<file path="src/hw/rtl/smd_pkg.sv">
package smd_pkg;

  localparam int WORD_BITS_DEF = 32;

  typedef enum logic [1:0] {
    ST_IDLE,
    ST_DIV,
    ST_MUL,
    ST_FIX
  } state_t;

endpackage

</file>
<file path="src/hw/rtl/smd_if.sv">
interface smd_in_if #(
  parameter int WORD_BITS = smd_pkg::WORD_BITS_DEF
);
  logic                        valid;
  logic                        ready;
  logic signed [WORD_BITS-1:0] multiplicand;
  logic signed [WORD_BITS-1:0] multiplier;
  logic signed [WORD_BITS-1:0] divisor;

  modport source (output valid, multiplicand, multiplier, divisor, input ready);
  modport sink   (input valid, multiplicand, multiplier, divisor, output ready);
endinterface

interface smd_out_if #(
  parameter int WORD_BITS = smd_pkg::WORD_BITS_DEF
);
  logic                        valid;
  logic                        ready;
  logic signed [WORD_BITS-1:0] quotient;
  logic signed [WORD_BITS-1:0] remainder;

  modport source (output valid, quotient, remainder, input ready);
  modport sink   (input valid, quotient, remainder, output ready);
endinterface

</file>
<file path="src/hw/rtl/signed_multiply_divide.sv">
// An accepted item passes the divide, multiply and sign-fix states into the output register;
//   the sign fix waits while the previous result sits unaccepted in the output register.
// Items are taken one at a time: each runs the divide steps, the multiply steps and the sign
//   fix, and the sequencer returns to idle before it takes the next item.
// A finished result waits in the output register while the next item is taken in.
// Reset (rst_n, synchronous, active low) returns the sequencer to idle and drops out valid.
module signed_multiply_divide #(
  parameter int WORD_BITS = smd_pkg::WORD_BITS_DEF
) (
  input  logic       clk,
  input  logic       rst_n,
  smd_in_if.sink     in_item,
  smd_out_if.source  out_item
);

  localparam int CNT_W = $clog2(WORD_BITS + 1);
  localparam logic [CNT_W-1:0] LAST_BIT = CNT_W'(WORD_BITS - 1);

  smd_pkg::state_t state_r, state_nxt;

  // Working registers
  logic [WORD_BITS-1:0] ua_r, ua_nxt;   // |a|, shifted right one bit per multiply cycle
  logic [WORD_BITS-1:0] qp_r, qp_nxt;   // dividend/quotient shift reg, then partial quotient
  logic [WORD_BITS-1:0] rp_r, rp_nxt;   // partial remainder, always below |c|
  logic [WORD_BITS-1:0] uc_r, uc_nxt;   // |c|, zero replaced by one
  logic [WORD_BITS-1:0] q_r, q_nxt;     // running quotient, wraps
  logic [WORD_BITS-1:0] r_r, r_nxt;     // running remainder
  logic [CNT_W-1:0]     cnt_r, cnt_nxt;
  logic                 qneg_r, qneg_nxt;
  logic                 rneg_r, rneg_nxt;

  // Output register
  logic                 out_valid_r, out_valid_nxt;
  logic [WORD_BITS-1:0] out_q_r, out_q_nxt;
  logic [WORD_BITS-1:0] out_r_r, out_r_nxt;

  // Datapath terms
  logic [WORD_BITS-1:0] a_u, b_u, c_u;
  logic [WORD_BITS-1:0] a_mag, b_mag, c_mag;
  logic [WORD_BITS:0]   div_trial;
  logic                 div_ge;
  logic [WORD_BITS:0]   r_sum;
  logic                 r_ge;
  logic [WORD_BITS:0]   rp_dbl;
  logic                 rp_ge;
  logic                 in_fire;
  logic                 out_free;

  assign a_u = in_item.multiplicand;
  assign b_u = in_item.multiplier;
  assign c_u = in_item.divisor;

  // Magnitudes as unsigned words; the most negative value maps to 2^(W-1)
  assign a_mag = a_u[WORD_BITS-1] ? (~a_u + 1'b1) : a_u;
  assign b_mag = b_u[WORD_BITS-1] ? (~b_u + 1'b1) : b_u;
  assign c_mag = (c_u == '0) ? WORD_BITS'(1) :
                 (c_u[WORD_BITS-1] ? (~c_u + 1'b1) : c_u);

  // Restoring divide step: one dividend bit enters the remainder per cycle
  assign div_trial = {rp_r, qp_r[WORD_BITS-1]};
  assign div_ge    = (div_trial >= {1'b0, uc_r});

  // Multiply step: add partial terms when the bit of |a| is set
  assign r_sum  = {1'b0, r_r} + {1'b0, rp_r};
  assign r_ge   = (r_sum >= {1'b0, uc_r});
  // Double the partial term, reducing the remainder part
  assign rp_dbl = {rp_r, 1'b0};
  assign rp_ge  = (rp_dbl >= {1'b0, uc_r});

  assign in_fire  = in_item.valid && in_item.ready;
  assign out_free = !out_valid_r || out_item.ready;

  assign in_item.ready      = (state_r == smd_pkg::ST_IDLE);
  assign out_item.valid     = out_valid_r;
  assign out_item.quotient  = out_q_r;
  assign out_item.remainder = out_r_r;

  always_comb begin
    state_nxt     = state_r;
    ua_nxt        = ua_r;
    qp_nxt        = qp_r;
    rp_nxt        = rp_r;
    uc_nxt        = uc_r;
    q_nxt         = q_r;
    r_nxt         = r_r;
    cnt_nxt       = cnt_r;
    qneg_nxt      = qneg_r;
    rneg_nxt      = rneg_r;
    out_q_nxt     = out_q_r;
    out_r_nxt     = out_r_r;
    out_valid_nxt = out_valid_r && !out_item.ready;

    unique case (state_r)
      smd_pkg::ST_IDLE: begin
        if (in_fire) begin
          ua_nxt    = a_mag;
          qp_nxt    = b_mag;
          rp_nxt    = '0;
          uc_nxt    = c_mag;
          q_nxt     = '0;
          r_nxt     = '0;
          cnt_nxt   = '0;
          rneg_nxt  = a_u[WORD_BITS-1] ^ b_u[WORD_BITS-1];
          qneg_nxt  = a_u[WORD_BITS-1] ^ b_u[WORD_BITS-1] ^ c_u[WORD_BITS-1];
          state_nxt = smd_pkg::ST_DIV;
        end
      end

      smd_pkg::ST_DIV: begin
        // |b| / |c|: quotient bits shift in behind the dividend bits
        rp_nxt  = div_ge ? WORD_BITS'(div_trial - {1'b0, uc_r}) : div_trial[WORD_BITS-1:0];
        qp_nxt  = {qp_r[WORD_BITS-2:0], div_ge};
        cnt_nxt = cnt_r + 1'b1;
        if (cnt_r == LAST_BIT) begin
          cnt_nxt   = '0;
          state_nxt = smd_pkg::ST_MUL;
        end
      end

      smd_pkg::ST_MUL: begin
        if (ua_r[0]) begin
          q_nxt = q_r + qp_r + {{(WORD_BITS-1){1'b0}}, r_ge};
          r_nxt = r_ge ? WORD_BITS'(r_sum - {1'b0, uc_r}) : r_sum[WORD_BITS-1:0];
        end
        qp_nxt  = {qp_r[WORD_BITS-2:0], 1'b0} + {{(WORD_BITS-1){1'b0}}, rp_ge};
        rp_nxt  = rp_ge ? WORD_BITS'(rp_dbl - {1'b0, uc_r}) : rp_dbl[WORD_BITS-1:0];
        ua_nxt  = {1'b0, ua_r[WORD_BITS-1:1]};
        cnt_nxt = cnt_r + 1'b1;
        if (cnt_r == LAST_BIT) begin
          cnt_nxt   = '0;
          state_nxt = smd_pkg::ST_FIX;
        end
      end

      smd_pkg::ST_FIX: begin
        // sign fix into the output register once it is free
        if (out_free) begin
          out_q_nxt     = qneg_r ? (~q_r + 1'b1) : q_r;
          out_r_nxt     = rneg_r ? (~r_r + 1'b1) : r_r;
          out_valid_nxt = 1'b1;
          state_nxt     = smd_pkg::ST_IDLE;
        end
      end

      default: state_nxt = smd_pkg::ST_IDLE;
    endcase
  end

  always_ff @(posedge clk) begin
    if (!rst_n) begin
      state_r     <= smd_pkg::ST_IDLE;
      out_valid_r <= 1'b0;
      cnt_r       <= '0;
    end else begin
      state_r     <= state_nxt;
      out_valid_r <= out_valid_nxt;
      cnt_r       <= cnt_nxt;
    end
  end

  always_ff @(posedge clk) begin
    ua_r    <= ua_nxt;
    qp_r    <= qp_nxt;
    rp_r    <= rp_nxt;
    uc_r    <= uc_nxt;
    q_r     <= q_nxt;
    r_r     <= r_nxt;
    qneg_r  <= qneg_nxt;
    rneg_r  <= rneg_nxt;
    out_q_r <= out_q_nxt;
    out_r_r <= out_r_nxt;
  end

endmodule
</file>
<file path="src/flat_wrapper.sv">
// flat-port wrapper written by rule: the top's interface ports become plain ports
module signed_multiply_divide_flat 
#(
  parameter int WORD_BITS = smd_pkg::WORD_BITS_DEF
)
  (clk, rst_n, in_item_valid, in_item_multiplicand, in_item_multiplier, in_item_divisor, in_item_ready, out_item_valid, out_item_quotient, out_item_remainder, out_item_ready);
  smd_in_if #(.WORD_BITS(WORD_BITS)) in_item_i ();
  smd_out_if #(.WORD_BITS(WORD_BITS)) out_item_i ();
  input  logic clk;
  input  logic rst_n;
  input wire logic [$bits(in_item_i.valid)-1:0] in_item_valid;
  input wire logic [$bits(in_item_i.multiplicand)-1:0] in_item_multiplicand;
  input wire logic [$bits(in_item_i.multiplier)-1:0] in_item_multiplier;
  input wire logic [$bits(in_item_i.divisor)-1:0] in_item_divisor;
  output wire logic [$bits(in_item_i.ready)-1:0] in_item_ready;
  output wire logic [$bits(out_item_i.valid)-1:0] out_item_valid;
  output wire logic [$bits(out_item_i.quotient)-1:0] out_item_quotient;
  output wire logic [$bits(out_item_i.remainder)-1:0] out_item_remainder;
  input wire logic [$bits(out_item_i.ready)-1:0] out_item_ready;
  assign in_item_i.valid = in_item_valid;
  assign in_item_i.multiplicand = in_item_multiplicand;
  assign in_item_i.multiplier = in_item_multiplier;
  assign in_item_i.divisor = in_item_divisor;
  assign in_item_ready = in_item_i.ready;
  assign out_item_valid = out_item_i.valid;
  assign out_item_quotient = out_item_i.quotient;
  assign out_item_remainder = out_item_i.remainder;
  assign out_item_i.ready = out_item_ready;
  signed_multiply_divide #(.WORD_BITS(WORD_BITS)) u_core (.clk(clk), .rst_n(rst_n), .in_item(in_item_i), .out_item(out_item_i));
endmodule
</file>
<file path="config.mk">
export PLATFORM = sky130hd
export DESIGN_NAME = signed_multiply_divide_flat
export DESIGN_NICKNAME = d
export VERILOG_FILES = /design/src/hw/rtl/smd_pkg.sv /design/src/hw/rtl/smd_if.sv /design/src/hw/rtl/signed_multiply_divide.sv /design/src/flat_wrapper.sv
export SDC_FILE = /design/constraint.sdc
export NUM_CORES = 1
export LEC_CHECK = 0
export ABC_AREA = 1
export BUFFER_PORTS_ARGS = -buffer_cell sky130_fd_sc_hd__buf_4
export CORE_MARGIN = 2
export CORE_UTILIZATION = 30
export CTS_CLUSTER_SIZE = 30
export DETAILED_ROUTE_END_ITERATION = 12
export PLACE_DENSITY_LB_ADDON = 0.05
export SLEW_MARGIN = 5
export SYNTH_ARGS = -nofsm -noshare
export SYNTH_HDL_FRONTEND = slang
export SYNTH_SLANG_ARGS = --single-unit
</file>
<file path="constraint.sdc">
create_clock -name clk -period 9 [get_ports clk]
set_input_delay 1.35 -clock clk [delete_from_list [all_inputs] [get_ports clk]]
set_output_delay 1.35 -clock clk [all_outputs]
set_load 0.05 [all_outputs]
</file>
# == Yosys cells after proc, flatten, opt, wreduce, memory -nomap -nowiden ==
# Cells that the tools add are included.
# classes
addsub,13
order_cmp,3
eq_ne,9
mux,28
bitwise,8
n_reduce_logical,19
# ops
op,count
two-way mux 32 bit,12
one-hot mux 32 bit (2 select lines),3
one-hot mux 32 bit (3 select lines),2
"adder 32 x 1 -> 32 bit, second input constant",5
NOT 32 bit,5
greater-or-equal comparator 33 x 32 -> 1 bit,3
subtractor 32 bit,3
adder 32 x 1 -> 32 bit,2
adder 32 x 32 -> 33 bit,1
adder 32 bit,1
logical NOT 32 bit,1
two-way mux 31 bit,1
two-way mux 6 bit,2
one-hot mux 6 bit (2 select lines),1
AND reduction 2 bit,5
two-way mux 2 bit,4
"!= test 2 x 1 -> 1 bit, second input constant",4
one-hot mux 2 bit (4 select lines),1
"adder 6 x 1 -> 6 bit, second input constant",1
"equality test 6 x 5 -> 1 bit, second input constant",1
"equality test 2 bit, second input constant",2
AND reduction 4 bit,1
nonzero test 2 bit,2
OR reduction 2 bit,2
11 further kinds,15
# word_totals
reg_bits,267
out_inout_bits,66
wordCells,94

# == Logic depth before layout (Yosys ltp) ==
# logic_depth
word_depth,5
ltp_mapped,38

# == Least setup slack after synthesis ==
# No wires, ideal clock.
# synth_timing
path_kind,in2reg
startpoint,input port out_item_ready
endpoint,"register u_core.out_q_r[0] (netlist: u_core.out_item.quotient[0]), enable pin"
setup_time_ns,0.507
arrival_ns,4.502
t_required_ns,8.493
slack_ns,3.991
path_stages,2
cell_sequence,inv_1 > a21oi_1
# synth_via
elab_chain_len,2
# synth_lines
item,line_no,rtl
from (decl),flat_wrapper.sv:19,input wire logic [$bits(out_item_i.ready)-1:0] out_item_ready;
logical OR 1 bit,signed_multiply_divide.sv:71,assign out_free = !out_valid_r || out_item.ready;
AND reduction 2 bit (no source line),-,
to (signal assigned),signed_multiply_divide.sv:170,out_q_r <= out_q_nxt;
to (decl),signed_multiply_divide.sv:34,"logic [WORD_BITS-1:0] out_q_r, out_q_nxt;"
# No other way between the ends.
# A chain may end at the register's enable or synchronous reset.

# == Worst setup path after layout ==
# layout_timing
startpoint,register u_core.rp_r[0]
endpoint,"register u_core.q_r[18], data pin"
# layout_via
elab_chain_len,5
# layout_lines
item,line_no,rtl
from (decl),signed_multiply_divide.sv:24,"logic [WORD_BITS-1:0] rp_r, rp_nxt;"
from (signal assigned),signed_multiply_divide.sv:164,rp_r <= rp_nxt;
adder 32 x 32 -> 33 bit,signed_multiply_divide.sv:64,"assign r_sum = {1'b0, r_r} + {1'b0, rp_r};"
greater-or-equal comparator 33 x 32 -> 1 bit,signed_multiply_divide.sv:65,"assign r_ge = (r_sum >= {1'b0, uc_r});"
adder 32 x 1 -> 32 bit,signed_multiply_divide.sv:122,"q_nxt = q_r + qp_r + {{(WORD_BITS-1){1'b0}}, r_ge};"
two-way mux 32 bit,signed_multiply_divide.sv:121,if (ua_r[0]) begin
one-hot mux 32 bit (2 select lines),signed_multiply_divide.sv:93,unique case (state_r)
to (signal assigned),signed_multiply_divide.sv:166,q_r <= q_nxt;
to (decl),signed_multiply_divide.sv:26,"logic [WORD_BITS-1:0] q_r, q_nxt;"
# No other way between the ends. The select of a mux whose other input is x is not followed.

==> summary.md <==
| Metric | Value |
|---|---|
| Count of cell types in the netlist | 54 |
| Seq/Total Area, Yosys | 33.2% |
| HP Class | register to register |
| Die X | 286 um |
| Vias in the first global route | 22865 |
| Worst path slowest cell | edfxtp_1 |
| Final Skew | 21.0 ps |
| Reg-to-Reg Start | u_core.rp_r[0] |
| Die area | 82000 um^2 |
| # resized after CTS | 0 |
| Post-Syn Area per Cell | between 6 and 7 um^2 |
| Fraction of layout cells with a size suffix above 1 | 7.95% |
| Nets | 3864 |
| Worst endpoint required time | 9330 ps |
| Most Frequent Cell on Critical Path | nand2_1 |
| Critical Path Max Stage Delay | 510 ps |
| Ys Warns | 0 |
| Post-DP HPWL | 73.8 mm |
| Synth async-reset ratio | 0% |
| Postcts setup bufs | 0 |
| CTS buffer count | 37 |
| Outcome | complete, no violations |
| Most frequent cells after synthesis | nand2_1 (955), inv_1 (489), nor2_1 (404) |
| Max-Cap Viols | 0 |
| Cts hold-fix bufs | 0 |
| Routed WL per cell | 19.8 um |
| Startpoint Class | register |
| Tmin final | 5990 ps |
| Count of final max-slew check failures | 0 |
| Multiplexer share of the synthesized area | 0% |
| Primary FF master, synth | edfxtp_1 |
| Worst EP arrival | 6310 ps |
| Via count | 23552 |
| Overflow after GRT | 0 |
| Vias per inst | 5.01 |
| Height of the chip | 286 um |
| Most frequent cell after synthesis | nand2_1 |
| Mapped Cells | 3476 |
| EDFF count, synth | around 260 |
| RSZ-0062 raised after global routing | no |
| Initial Util | 30.3% |
| First-pass GRT wire length | between 100 and 150 mm |
| Drt first pass iters | 7 |
| Final hold vios | 0 |
| Root buffer cell | clkbuf_16 |
| Synth Area in XOR/XNOR | 6.56% |
| Syn-to-layout area delta | 15.0% |
| Placement row count | 103 |
| Post-synth net total | 3718 |
| Antenna viol nets, final | 0 |
| Yosys reg bits | 267 |
| Synth top area share | 32.4% |
| WL final | 92.8 mm |
| Hold Crit Start | u_core.cnt_r[1] |
| Area leader, netlist | edfxtp_1 |
| Transition time of the tightest slew-check pin | 1090 ps |
| Core Region | 79000 um^2 |
| Max_slew headroom | 27.1% |
| Final period util | 66.5% |
| Adder-cell area share of the yosys netlist | roughly 7.6% |
| Num Clock Sinks | 267 |
| Largest net degree at the start of global routing | 81 |
| All-Layer GR Usage | 22.3% |
| Max frequency | 167 MHz |
| Routability cong. | approximately 0.94 |
| Insertion delay to the later sink of the worst-skew pair | roughly 580 ps |
| Clock transition at the registers of the reported paths | 60 ps |
| Worst setup path category | register to register |
| Initial antenna violation count | 1 |
| DRC | 0 |
| H-tree depth | 2 |
| Endpoints failing setup | 0 |
| Synth Area in Compound Gates | 11.3% |
| Clock Path Buffers | 3 |
| CTS tree | done |
| CP endpoint kind | register |
| Main combinational cell family by area after synthesis | simple AND/OR/NAND/NOR gates |
| Synth Area in Simple Gates | 32.1% |
| PortBufs | roughly 170 |
| Critical path launch point | u_core.rp_r[0] |
| Core Util, Final | 34.8% |
| Top cells by area, synth | edfxtp_1 (32%), nand2_1 (15%), inv_1 (7.7%) |
| Crit Path Max Fanout | 5 |
| Post-Syn Area | between 20000 and 25000 um^2 |
| Setup TNS | 0 ps |
| Initial DRC count | roughly 1800 |
| # fillers | 8621 |
| I/O pin cnt | 166 |
state kept, by name, summed over array words and instances, names as in the netlist:
signal	cells
u_core.cnt_r	6
u_core.out_item.quotient	32
u_core.qneg_r	1
u_core.rneg_r	1
u_core.r_r	32
u_core.ua_r	32
u_core.out_item.valid	1
u_core.uc_r	32
u_core.qp_r	32
u_core.rp_r	32
u_core.out_item.remainder	32
u_core.q_r	32
u_core.state_r	2
routing by layer:
layer | part of all wire [%] | GRT usage (%)
met1 | 48 | 32.1
met2 | 44 | 35.1
met3 | 5.3 | 2.61
met4 | 2.5 | 6.07
met5 | 0 | 0
critical path, delay by kind of cell, from the launching register on:
family                   cells  cell delay (ps)
AND/OR/NAND/NOR             15             1790
AO/OA/AOI/OAI                7             1500
flip-flops                   1              510
adder cells (fa/ha/maj)      4             1380
buffers and inverters        4              320
XOR/XNOR                     1              230
layout make-up:
class / instances / area, um^2 / share of cell area (%)
Multi-Input combinational cell: 2638 / 13800 / 50.3
Sequential cell: 267 / 7930 / 28.8
Inverter: 498 / 1870 / 6.80
Timing Repair Buffer: 180 / 1350 / 4.92
Tap cell: 1050 / 1310 / 4.78
Clock buffer: 43 / 970 / 3.53
Clock inverter: 22 / 230 / 0.838
Antenna cell: 1 / 2.50 / 0.00910
kinds of logic after synthesis:
logic type,Yosys count
simple gates,1825
buf+inv,571
compound gates,492
flops,267
xor+xnor,179
fa+ha+maj,142
cells in the final DEF, fill, tap and decap left out, types with 14 or more instances in the layout:
| master | instances |
|---|---|
| a21o_1 | 18 |
| a21oi_1 | 233 |
| buf_4 | 180 |
| clkbuf_16 | 38 |
| edfxtp_1 | 258 |
| ha_1 | 135 |
| inv_1 | 489 |
| nand2_1 | 955 |
| nand3_1 | 274 |
| nand4_1 | 61 |
| nor2_1 | 402 |
| nor3_1 | 49 |
| nor4_1 | 21 |
| o21ai_0 | 166 |
| or2_2 | 14 |
| xnor2_1 | 45 |
| xor2_1 | 134 |
final timing paths:
check,endpoint,slack [ps],cells after the start
setup / recovery,u_core.q_r[18],3010,31
hold / removal,u_core.cnt_r[1],490,2
setup reg to reg,u_core.q_r[18],3010,31
hold reg to reg,u_core.cnt_r[1],490,2
metrics by stage:
stage                     hold slack [ps]  setup WS [ps]  cell area, um^2  cells
after detailed placement              484           2970            26300   4633
after global placement                481           2930            26300   4633
after CTS                             491           2970            27500   4698
after floorplan                       457           3990            23900   3476
after global routing                  520           2290            27500   4699
final                                 488           3010            27500   4699
Power is left out: the tool's default activity adds up to more than one toggle a clock period on the data nets, which glitch-free logic cannot reach.
